<file path="config.mk">
export PLATFORM = sky130hd
export DESIGN_NAME = directional_tile_select_core_flat
export DESIGN_NICKNAME = d
export VERILOG_FILES = /design/src/hdl/dts_pkg.sv /design/src/hdl/dts_cand_if.sv /design/src/hdl/dts_res_if.sv /design/src/hdl/dts_rank.sv /design/src/hdl/directional_tile_select_core.sv /design/src/flat_wrapper.sv
export SDC_FILE = /design/constraint.sdc
export NUM_CORES = 2
export LEC_CHECK = 0
export ABC_AREA = 1
export BUFFER_PORTS_ARGS = -buffer_cell sky130_fd_sc_hd__buf_2
export CAP_MARGIN = 10
export CORE_MARGIN = 1
export CORE_UTILIZATION = 45
export CTS_BUF_LIST = sky130_fd_sc_hd__clkbuf_2 sky130_fd_sc_hd__clkbuf_4 sky130_fd_sc_hd__clkbuf_8
export DETAILED_ROUTE_END_ITERATION = 16
export SYNTH_ARGS = -nofsm -noshare
export SYNTH_HDL_FRONTEND = slang
export SYNTH_SLANG_ARGS = --single-unit
</file>
<file path="constraint.sdc">
create_clock -name clk -period 29.3 [get_ports clk]
set_input_delay 2.93 -clock clk [delete_from_list [all_inputs] [get_ports clk]]
set_output_delay 2.93 -clock clk [all_outputs]
set_load 0.03 [all_outputs]
</file>
<file path="src/hdl/dts_pkg.sv">
// dts_pkg: shared types, widths and codes for the directional tile select core
// used by dts_rank, the channel interfaces and directional_tile_select_core
`default_nettype none

package dts_pkg;

	// field widths
	localparam int unsigned KEY_W   = 64;
	localparam int unsigned TILE_W  = 17;
	localparam int unsigned COORD_W = 32;
	localparam int unsigned DIR_W   = 2;
	localparam int unsigned FWD_W   = 33;
	localparam int unsigned ACR_W   = 33;
	localparam int unsigned CTR_W   = 34;

	// configuration port
	localparam int unsigned CFG_IDX_W  = 3;
	localparam int unsigned CFG_DATA_W = 32;

	localparam logic [CFG_IDX_W-1:0] REG_SOURCE_X  = 3'd0;
	localparam logic [CFG_IDX_W-1:0] REG_SOURCE_Y  = 3'd1;
	localparam logic [CFG_IDX_W-1:0] REG_SOURCE_W  = 3'd2;
	localparam logic [CFG_IDX_W-1:0] REG_SOURCE_H  = 3'd3;
	localparam logic [CFG_IDX_W-1:0] REG_DIRECTION = 3'd4;

	// search directions: bit 1 picks the y axis, bit 0 the positive side
	localparam logic [DIR_W-1:0] DIR_LEFT  = 2'd0;
	localparam logic [DIR_W-1:0] DIR_RIGHT = 2'd1;
	localparam logic [DIR_W-1:0] DIR_UP    = 2'd2;
	localparam logic [DIR_W-1:0] DIR_DOWN  = 2'd3;

	// tile index reported when nothing was chosen (-1)
	localparam logic [TILE_W-1:0] TILE_NONE = '1;

	// source rectangle and direction
	typedef struct packed {
		logic [COORD_W-1:0] source_x;
		logic [COORD_W-1:0] source_y;
		logic [COORD_W-1:0] source_w;
		logic [COORD_W-1:0] source_h;
		logic [DIR_W-1:0]   direction;
	} src_cfg_t;

	// one candidate as held in the input register
	typedef struct packed {
		logic [KEY_W-1:0]   view_key;
		logic [TILE_W-1:0]  tile_number;
		logic [COORD_W-1:0] view_w;
		logic [COORD_W-1:0] view_h;
		logic [COORD_W-1:0] tile_x;
		logic [COORD_W-1:0] tile_y;
		logic [COORD_W-1:0] tile_w;
		logic [COORD_W-1:0] tile_h;
		logic               last_candidate;
	} cand_t;

	// rank of one candidate; qual low means skipped
	typedef struct packed {
		logic             qual;
		logic [FWD_W-1:0] fwd;
		logic [ACR_W-1:0] acr;
		logic [CTR_W-1:0] ctr;
	} rank_t;

endpackage

`default_nettype wire

</file>
<file path="src/hdl/dts_cand_if.sv">
// dts_cand_if: candidate channel, valid/ready with the candidate fields
// depends on dts_pkg for field widths
`default_nettype none

interface dts_cand_if;
	logic                          valid;
	logic                          ready;
	logic [dts_pkg::KEY_W-1:0]     view_key;
	logic signed [dts_pkg::TILE_W-1:0]  tile_number;
	logic signed [dts_pkg::COORD_W-1:0] view_w;
	logic signed [dts_pkg::COORD_W-1:0] view_h;
	logic signed [dts_pkg::COORD_W-1:0] tile_x;
	logic signed [dts_pkg::COORD_W-1:0] tile_y;
	logic signed [dts_pkg::COORD_W-1:0] tile_w;
	logic signed [dts_pkg::COORD_W-1:0] tile_h;
	logic                          last_candidate;

	modport source (
		output valid, view_key, tile_number, view_w, view_h,
		       tile_x, tile_y, tile_w, tile_h, last_candidate,
		input  ready
	);

	modport sink (
		input  valid, view_key, tile_number, view_w, view_h,
		       tile_x, tile_y, tile_w, tile_h, last_candidate,
		output ready
	);
endinterface

`default_nettype wire

</file>
<file path="src/hdl/dts_res_if.sv">
// dts_res_if: result channel, valid/ready with found, chosen key and tile
// depends on dts_pkg for field widths
`default_nettype none

interface dts_res_if;
	logic                              valid;
	logic                              ready;
	logic                              found;
	logic [dts_pkg::KEY_W-1:0]         chosen_key;
	logic signed [dts_pkg::TILE_W-1:0] chosen_tile;

	modport source (
		output valid, found, chosen_key, chosen_tile,
		input  ready
	);

	modport sink (
		input  valid, found, chosen_key, chosen_tile,
		output ready
	);
endinterface

`default_nettype wire

</file>
<file path="src/hdl/dts_rank.sv">
// dts_rank: qualification and rank (forward gap, across gap, doubled center
// distance) of one candidate against the source rectangle; uses dts_pkg types
`default_nettype none

module dts_rank (
	input  dts_pkg::src_cfg_t cfg,
	input  dts_pkg::cand_t    cand,
	output dts_pkg::rank_t    rank
);

	// 36 bits hold every edge sum and doubled center without wrapping
	localparam int unsigned EXT_W = 36;
	localparam int unsigned PAD_W = EXT_W - dts_pkg::COORD_W;

	logic signed [EXT_W-1:0] t0, tl, s0, sl;   // along the direction
	logic signed [EXT_W-1:0] u0, ul, v0, vl;   // across it (tile u, source v)
	logic signed [EXT_W-1:0] t_end, s_end, u_end, v_end;
	logic signed [EXT_W-1:0] fwd_full, acr_full, ctr_diff, ctr_abs;
	logic                    y_axis, neg_side, side_ok, src_ok, cand_ok;

	function automatic logic is_pos(input logic [dts_pkg::COORD_W-1:0] v);
		return !v[dts_pkg::COORD_W-1] && (|v);
	endfunction

	function automatic logic signed [EXT_W-1:0] sx(input logic [dts_pkg::COORD_W-1:0] v);
		return {{PAD_W{v[dts_pkg::COORD_W-1]}}, v};
	endfunction

	always_comb begin
		y_axis   = cfg.direction[1];
		neg_side = !cfg.direction[0];

		// pick the axis pair for this direction
		t0 = y_axis ? sx(cand.tile_y) : sx(cand.tile_x);
		tl = y_axis ? sx(cand.tile_h) : sx(cand.tile_w);
		s0 = y_axis ? sx(cfg.source_y) : sx(cfg.source_x);
		sl = y_axis ? sx(cfg.source_h) : sx(cfg.source_w);
		u0 = y_axis ? sx(cand.tile_x) : sx(cand.tile_y);
		ul = y_axis ? sx(cand.tile_w) : sx(cand.tile_h);
		v0 = y_axis ? sx(cfg.source_x) : sx(cfg.source_y);
		vl = y_axis ? sx(cfg.source_w) : sx(cfg.source_h);

		t_end = t0 + tl;
		s_end = s0 + sl;
		u_end = u0 + ul;
		v_end = v0 + vl;

		// side check and forward gap; touching edges give a gap of zero
		if (neg_side) begin
			side_ok  = (t_end <= s0);
			fwd_full = s0 - t_end;
		end else begin
			side_ok  = (t0 >= s_end);
			fwd_full = t0 - s_end;
		end

		// across gap between the spans, zero on overlap or touch
		if (v_end < u0)
			acr_full = u0 - v_end;
		else if (u_end < v0)
			acr_full = v0 - u_end;
		else
			acr_full = '0;

		// doubled center distance
		ctr_diff = ((u0 <<< 1) + ul) - ((v0 <<< 1) + vl);
		ctr_abs  = ctr_diff[EXT_W-1] ? -ctr_diff : ctr_diff;

		src_ok  = is_pos(cfg.source_w) && is_pos(cfg.source_h);
		cand_ok = (|cand.view_key) && !cand.tile_number[dts_pkg::TILE_W-1]
			&& is_pos(cand.view_w) && is_pos(cand.view_h)
			&& is_pos(cand.tile_w) && is_pos(cand.tile_h);

		rank.qual = src_ok && cand_ok && side_ok;
		rank.fwd  = fwd_full[dts_pkg::FWD_W-1:0];
		rank.acr  = acr_full[dts_pkg::ACR_W-1:0];
		rank.ctr  = ctr_abs[dts_pkg::CTR_W-1:0];
	end

endmodule

`default_nettype wire

</file>
<file path="src/hdl/directional_tile_select_core.sv">
// directional_tile_select_core: top level, keeps the nearest candidate in the
// configured direction; depends on dts_pkg, dts_cand_if, dts_res_if, dts_rank
//
//   channel   dir   handshake         payload
//   cand      in    valid/ready       view_key, tile_number, view/tile geometry,
//                                     last_candidate
//   res       out   valid/ready       found, chosen_key, chosen_tile
//   cfg       in    cfg_we            cfg_index, cfg_data
//
// one candidate per cycle while no last candidate waits on a held result;
// input register, rank stage, then compare against the running best
// the loop that limits the rate is the rank compare against the best register
// arst_n clears configuration, the running best and all valid flags
// a waiting result only holds back a later last candidate; other candidates
// keep flowing into the running best
`default_nettype none

module directional_tile_select_core (
	input  wire logic                               clk,
	input  wire logic                               arst_n,
	dts_cand_if.sink                                cand,
	dts_res_if.source                               res,
	input  wire logic                               cfg_we,
	input  wire logic [dts_pkg::CFG_IDX_W-1:0]      cfg_index,
	input  wire logic [dts_pkg::CFG_DATA_W-1:0]     cfg_data
);

	dts_pkg::src_cfg_t cfg_q;

	logic            s1_v_q;
	dts_pkg::cand_t  cand_s1;
	dts_pkg::rank_t  rank_c;

	logic                          s2_v_q;
	dts_pkg::rank_t                rank_s2;
	logic [dts_pkg::KEY_W-1:0]     key_s2;
	logic [dts_pkg::TILE_W-1:0]    tile_s2;
	logic                          last_s2;

	logic                          have_best_q;
	logic [dts_pkg::KEY_W-1:0]     best_key_q;
	logic [dts_pkg::TILE_W-1:0]    best_tile_q;
	logic [dts_pkg::FWD_W-1:0]     best_fwd_q;
	logic [dts_pkg::ACR_W-1:0]     best_acr_q;
	logic [dts_pkg::CTR_W-1:0]     best_ctr_q;

	logic                          res_v_q;
	logic                          found_q;
	logic [dts_pkg::KEY_W-1:0]     key_q;
	logic [dts_pkg::TILE_W-1:0]    tile_q;

	logic out_free, s2_go, s2_load, s1_move, cand_xfer, better, take, emit;

	// configuration registers
	always_ff @(posedge clk or negedge arst_n) begin
		if (!arst_n) begin
			cfg_q <= '0;
		end else if (cfg_we) begin
			unique case (cfg_index)
				dts_pkg::REG_SOURCE_X:  cfg_q.source_x  <= cfg_data;
				dts_pkg::REG_SOURCE_Y:  cfg_q.source_y  <= cfg_data;
				dts_pkg::REG_SOURCE_W:  cfg_q.source_w  <= cfg_data;
				dts_pkg::REG_SOURCE_H:  cfg_q.source_h  <= cfg_data;
				dts_pkg::REG_DIRECTION: cfg_q.direction <= cfg_data[dts_pkg::DIR_W-1:0];
				default: ;
			endcase
		end
	end

	// stage flow: only a last candidate waits on the result register
	assign out_free  = !res_v_q || res.ready;
	assign s2_go     = s2_v_q && (!last_s2 || out_free);
	assign s2_load   = !s2_v_q || s2_go;
	assign s1_move   = s1_v_q && s2_load;
	assign cand.ready = !s1_v_q || s1_move;
	assign cand_xfer = cand.valid && cand.ready;

	// input register
	always_ff @(posedge clk or negedge arst_n) begin
		if (!arst_n) begin
			s1_v_q <= 1'b0;
		end else if (cand.ready) begin
			s1_v_q <= cand.valid;
		end
	end

	always_ff @(posedge clk) begin
		if (cand_xfer) begin
			cand_s1.view_key       <= cand.view_key;
			cand_s1.tile_number    <= cand.tile_number;
			cand_s1.view_w         <= cand.view_w;
			cand_s1.view_h         <= cand.view_h;
			cand_s1.tile_x         <= cand.tile_x;
			cand_s1.tile_y         <= cand.tile_y;
			cand_s1.tile_w         <= cand.tile_w;
			cand_s1.tile_h         <= cand.tile_h;
			cand_s1.last_candidate <= cand.last_candidate;
		end
	end

	// rank of the held candidate
	dts_rank u_rank (
		.cfg  (cfg_q),
		.cand (cand_s1),
		.rank (rank_c)
	);

	// rank register
	always_ff @(posedge clk or negedge arst_n) begin
		if (!arst_n) begin
			s2_v_q <= 1'b0;
		end else if (s2_load) begin
			s2_v_q <= s1_move;
		end
	end

	always_ff @(posedge clk) begin
		if (s1_move) begin
			rank_s2 <= rank_c;
			key_s2  <= cand_s1.view_key;
			tile_s2 <= cand_s1.tile_number;
			last_s2 <= cand_s1.last_candidate;
		end
	end

	// lexicographic compare against the running best; ties keep the best
	always_comb begin
		if (rank_s2.fwd != best_fwd_q)
			better = rank_s2.fwd < best_fwd_q;
		else if (rank_s2.acr != best_acr_q)
			better = rank_s2.acr < best_acr_q;
		else
			better = rank_s2.ctr < best_ctr_q;
	end

	assign take = rank_s2.qual && (!have_best_q || better);
	assign emit = s2_go && last_s2;

	// running best, cleared after each last candidate
	always_ff @(posedge clk or negedge arst_n) begin
		if (!arst_n) begin
			have_best_q <= 1'b0;
			best_key_q  <= '0;
			best_tile_q <= '0;
			best_fwd_q  <= '0;
			best_acr_q  <= '0;
			best_ctr_q  <= '0;
		end else if (emit) begin
			have_best_q <= 1'b0;
			best_key_q  <= '0;
			best_tile_q <= '0;
			best_fwd_q  <= '0;
			best_acr_q  <= '0;
			best_ctr_q  <= '0;
		end else if (s2_go && take) begin
			have_best_q <= 1'b1;
			best_key_q  <= key_s2;
			best_tile_q <= tile_s2;
			best_fwd_q  <= rank_s2.fwd;
			best_acr_q  <= rank_s2.acr;
			best_ctr_q  <= rank_s2.ctr;
		end
	end

	// result register
	always_ff @(posedge clk or negedge arst_n) begin
		if (!arst_n) begin
			res_v_q <= 1'b0;
		end else if (emit) begin
			res_v_q <= 1'b1;
		end else if (res.ready) begin
			res_v_q <= 1'b0;
		end
	end

	always_ff @(posedge clk) begin
		if (emit) begin
			if (take) begin
				found_q <= 1'b1;
				key_q   <= key_s2;
				tile_q  <= tile_s2;
			end else if (have_best_q) begin
				found_q <= 1'b1;
				key_q   <= best_key_q;
				tile_q  <= best_tile_q;
			end else begin
				found_q <= 1'b0;
				key_q   <= '0;
				tile_q  <= dts_pkg::TILE_NONE;
			end
		end
	end

	assign res.valid       = res_v_q;
	assign res.found       = found_q;
	assign res.chosen_key  = key_q;
	assign res.chosen_tile = tile_q;

	// checks on the pipeline and the running best
	a_stall_only_last: assert property (@(posedge clk) disable iff (!arst_n)
		(s2_v_q && !s2_go) |-> (last_s2 && res_v_q && !res.ready))
		else $error("rank stage stalled without a blocked last candidate");

	a_best_cleared: assert property (@(posedge clk) disable iff (!arst_n)
		emit |=> !have_best_q)
		else $error("running best not cleared after a result");

	a_not_found_fields: assert property (@(posedge clk) disable iff (!arst_n)
		(res_v_q && !found_q) |-> (key_q == '0 && tile_q == dts_pkg::TILE_NONE))
		else $error("not-found result carries a key or tile");

	a_found_fields: assert property (@(posedge clk) disable iff (!arst_n)
		(res_v_q && found_q) |-> (key_q != '0 && !tile_q[dts_pkg::TILE_W-1]))
		else $error("found result carries a skipped key or negative tile");

	a_ready_when_free: assert property (@(posedge clk) disable iff (!arst_n)
		!cand.ready |-> (s1_v_q && s2_v_q))
		else $error("input stalled with room in the pipeline");

endmodule

`default_nettype wire
</file>
<file path="src/flat_wrapper.sv">
// flat-port wrapper written by rule: the top's interface ports become plain ports
module directional_tile_select_core_flat 
  (clk, arst_n, cfg_we, cfg_index, cfg_data, cand_valid, cand_view_key, cand_tile_number, cand_view_w, cand_view_h, cand_tile_x, cand_tile_y, cand_tile_w, cand_tile_h, cand_last_candidate, cand_ready, res_valid, res_found, res_chosen_key, res_chosen_tile, res_ready);
  dts_cand_if cand_i ();
  dts_res_if res_i ();
  input  wire logic clk;
  input  wire logic arst_n;
  input  wire logic cfg_we;
  input  wire logic [dts_pkg::CFG_IDX_W-1:0] cfg_index;
  input  wire logic [dts_pkg::CFG_DATA_W-1:0] cfg_data;
  input wire logic [$bits(cand_i.valid)-1:0] cand_valid;
  input wire logic [$bits(cand_i.view_key)-1:0] cand_view_key;
  input wire logic [$bits(cand_i.tile_number)-1:0] cand_tile_number;
  input wire logic [$bits(cand_i.view_w)-1:0] cand_view_w;
  input wire logic [$bits(cand_i.view_h)-1:0] cand_view_h;
  input wire logic [$bits(cand_i.tile_x)-1:0] cand_tile_x;
  input wire logic [$bits(cand_i.tile_y)-1:0] cand_tile_y;
  input wire logic [$bits(cand_i.tile_w)-1:0] cand_tile_w;
  input wire logic [$bits(cand_i.tile_h)-1:0] cand_tile_h;
  input wire logic [$bits(cand_i.last_candidate)-1:0] cand_last_candidate;
  output wire logic [$bits(cand_i.ready)-1:0] cand_ready;
  output wire logic [$bits(res_i.valid)-1:0] res_valid;
  output wire logic [$bits(res_i.found)-1:0] res_found;
  output wire logic [$bits(res_i.chosen_key)-1:0] res_chosen_key;
  output wire logic [$bits(res_i.chosen_tile)-1:0] res_chosen_tile;
  input wire logic [$bits(res_i.ready)-1:0] res_ready;
  assign cand_i.valid = cand_valid;
  assign cand_i.view_key = cand_view_key;
  assign cand_i.tile_number = cand_tile_number;
  assign cand_i.view_w = cand_view_w;
  assign cand_i.view_h = cand_view_h;
  assign cand_i.tile_x = cand_tile_x;
  assign cand_i.tile_y = cand_tile_y;
  assign cand_i.tile_w = cand_tile_w;
  assign cand_i.tile_h = cand_tile_h;
  assign cand_i.last_candidate = cand_last_candidate;
  assign cand_ready = cand_i.ready;
  assign res_valid = res_i.valid;
  assign res_found = res_i.found;
  assign res_chosen_key = res_i.chosen_key;
  assign res_chosen_tile = res_i.chosen_tile;
  assign res_i.ready = res_ready;
  directional_tile_select_core u_core (.clk(clk), .arst_n(arst_n), .cand(cand_i), .res(res_i), .cfg_we(cfg_we), .cfg_index(cfg_index), .cfg_data(cfg_data));
endmodule
</file>
==> impl_metrics.yaml <==
job:
  drv.max_cap_violation_count: 0
synthesis:
  ys_seq_elements: 854
  post_synth_inst_count: 7641
  synth.yosys.warnings: 0
  yosys.cell_types.count: 58
  synthesis.area_sq_um: 59900
  ys_dominant_reg_cell: "edfxtp_1"
  ys_seq_area_frac: 0.402
  syn-num-nets: 8535
  synth_enable_flop_cells: 539
  avgSynthCellArea_sq_um: 7.84
  asyncSetResetFlopFracSynth: 0.369
hold_path:
  timing.hold.worst.start: "u_core.cand_s1[196]"
  number_of_cells_traversed_by_the_worst_hold_path: 0
  hold_end: "u_core.tile_s2[3]"
  hold_wc_path_type: "flip-flop to flip-flop"
sta:
  hold_viol_final: 0
  unrepaired_setup_endpoints_after_global_routing: "false"
  timing.slew.headroom: 0.100
  worst_slew_pin_slew_ps: 1340
  finalWorstPathRequiredPeriod_ps: 8560
  slew_violations: 0
  clock_skew_ps: 90.3
  setup_tns_ps: 0
  setup-violations-final: 0
  period_share: 0.292
  fmax_ghz: 0.117
  finalWorstSetupSlack_ps: 20740
status:
  outcome: "complete, no violations"
critical_path:
  critical_path.slowest_cell: "dfrtp_4"
  rr_endpoint: "u_core.rank_s2[44]"
  worst-endpoint-required_ps: 29970
  timing_worst_setup_path_type: "flip-flop to flip-flop"
  r2r_slack_ps: 20740
  arrival_ps: 9230
  worstPathMaxFanout: 90
  r2r_cells: 23
  endpoint_kind: "flip-flop"
  worstPathCellList: "buf_4 > buf_4 > buf_4 > o21ai_0 > inv_1 > ha_1 > nand2_1 > inv_1 > a21oi_1 > o21ai_0 > a21oi_1 > o21ai_0 > xor2_1 > ha_1 > nand2_1 > nor2_1 > nand2_1 > nor4_2 > nand3_1 > nand3_1 > xor2_2 > nand2_1 > o21ai_0"
  cp_slowest_stage_delay_ps: 820
  start_kind: "flip-flop"
  worstReg2RegStart: "u_core.cfg_q[1]"
final_layout:
  stdcell_area_sq_um: 66900
  area_delta_synth_final_pct: 11.6
  drive_gt1_frac: 0.102
  final_common_cell: "nand2_1"
  leading_cell_types_in_the_layout_fill_and_taps_excluded: "nand2_1 (2,048), inv_1 (1,193), o21ai_0 (646), edfxtp_1 (539), ha_1 (507)"
  final_nets: 8931
routing:
  drt_iter0_drc: 5549
  antenna_violating_nets_post_route: 0
  post_drt_via_cell_ratio: 5.41
  drt-wirelength-per-cell_um: 22.6
  route.detailed.drc: 0
  vias_after_detailed_routing: 53700
  drt_wl_total_um: 224000
  drt_pre_antenna_iters: 6
cts:
  cts.clk_slew.worst_paths_ps: 60
  insertion_delay_ps: 940
  hold_buffers: 0
  clock_tree_from_tritoncts: "yes"
  clock_sink_count: 854
  cts_root_buf: "clkbuf_8"
  postCtsSetupBuffers: 0
  postCtsResizedCells: 0
  htree_num_levels: 4
  clock_path_buffers: 3
  num_cts_buffers: 149
floorplanning:
  fp.dieW_um: 367
  die_y_um: 367
  start_util: 0.455
  ioPinCount: 398
  core_region_area_sq_um: 132000
  fp-row-count: 133
  die_footprint_sq_um: 135000
global_routing:
  gr-total-overflow: 0
  number_of_antenna_violations_at_the_first_check_in_global_routing: 14
  grt_pass1_wl_um: 328000
  grt_use_total: 0.328
  via_count_of_the_first_global_routing_pass: 50400
  grt_max_degree: 222
placement:
  preCtsSetupSlack_ps: 20960
  detailed_place_hpwl_um: 180000
  dpl_cell_area_sq_um: 63700
  place_congestion: 1.01
  port_buffers: 397
layer usage:
layer  track usage  vias up  share of wire  wire, um
met5             0        -        0.00034        77
met3        0.0531      293          0.076     16900
met2         0.490     2165           0.43     95200
li1              -    25900              -         -
met1         0.478    25300           0.46    103000
met4         0.116       14          0.037      8320
synthesized netlist by cell type (all sizes together) (2+ instances only):
library cell	count	share of area
nand3	446	0.037
clkbuf	134	0.0084
inv	1204	0.075
o21bai	34	0.0043
a21o	19	0.0024
ha	507	0.11
nor2	432	0.028
xnor2	71	0.010
a2111oi	2	0.00029
buf	69	0.0066
a31oi	34	0.0035
a221oi	14	0.0020
o211ai	25	0.0032
o22ai	2	0.00021
o21a	24	0.0030
xor2	127	0.019
a21oi	453	0.038
nand4	89	0.0093
a211oi	10	0.0013
nand3b	8	0.0010
edfxtp	539	0.27
or2	74	0.0077
o311ai	4	0.00058
o21ai	682	0.057
fa	73	0.024
nor3	51	0.0043
o221ai	4	0.00058
dfrtp	315	0.13
a21boi	25	0.0032
and2	5	0.00052
o2111ai	4	0.00058
o31ai	5	0.00063
nand2	2062	0.13
a41oi	2	0.00029
nor4	85	0.0090
worst max-delay path: cells and delay by family, from the launching register on:
family	cells	cell delay, ps
AOI/OAI and AO/OA	6	2230
buffers and inverters	5	2140
and+or+nand+nor	8	1610
adders and majority gates	2	830
DFF	1	820
xor gates and xnor gates	2	610
cells by family after synthesis:
kind of cell,synth area share
muxes,0.000167
buffers and inverters,0.0905
and+or+nand+nor,0.227
AOI/OAI and AO/OA,0.122
DFF,0.402
xor gates and xnor gates,0.0292
adders and majority gates,0.130
final cells by class:
| class | instances | area, sq um |
|---|---|---|
| fillers | 13100 | 64900 |
| well taps | 1755 | 2200 |
| diodes | 7 | 17.5 |
| inverters | 1205 | 4530 |
| clock inverters | 57 | 508 |
| multi-input cells | 5379 | 30500 |
| flip-flops and latches | 854 | 24100 |
| repair buffers | 448 | 2410 |
| clock buffers | 215 | 2630 |
how the worst max path moves through the flow:
| stage | start | endpoint | slack (ps) | cells after the start |
|---|---|---|---|---|
| 2_1_floorplan | res_ready | u_core.cand_s1[0] | 13740 | 6 |
| 3_3_place_gp | u_core.cfg_q[1] | u_core.rank_s2[37] | 21100 | 23 |
| 3_5_place_dp | u_core.cfg_q[1] | u_core.rank_s2[44] | 20960 | 24 |
| 4_1_cts | u_core.cfg_q[1] | u_core.rank_s2[44] | 20980 | 24 |
| 5_1_grt | u_core.cfg_q[1] | u_core.rank_s2[44] | 20150 | 23 |
| 6_report | u_core.cfg_q[1] | u_core.rank_s2[44] | 20740 | 23 |
state kept, by name, summed over array words and instances, names as in the netlist:
name	count
u_core.res.chosen_tile	17
u_core.res.found	1
u_core.rank_s2	101
u_core.last_s2	1
u_core.cand_s1	274
u_core.best_fwd_q	33
u_core.best_acr_q	33
u_core.tile_s2	17
u_core.best_key_q	64
u_core.s1_v_q	1
u_core.res.chosen_key	64
u_core.key_s2	64
u_core.have_best_q	1
u_core.s2_v_q	1
u_core.best_tile_q	17
u_core.res.valid	1
u_core.cfg_q	130
u_core.best_ctr_q	34
metrics by stage:
step | std cells | hold slack (ps) | util
after floorplan | 7641 | 400 | -
after global placement | 9640 | 401 | 0.483
after detailed placement | 9640 | 405 | 0.483
after CTS | 9912 | 419 | 0.507
after global routing | 9914 | 431 | 0.507
final | 9920 | 417 | 0.507
Power is not shown: default switching activity piles up to over one toggle a cycle in this logic, so the estimate is an artifact.
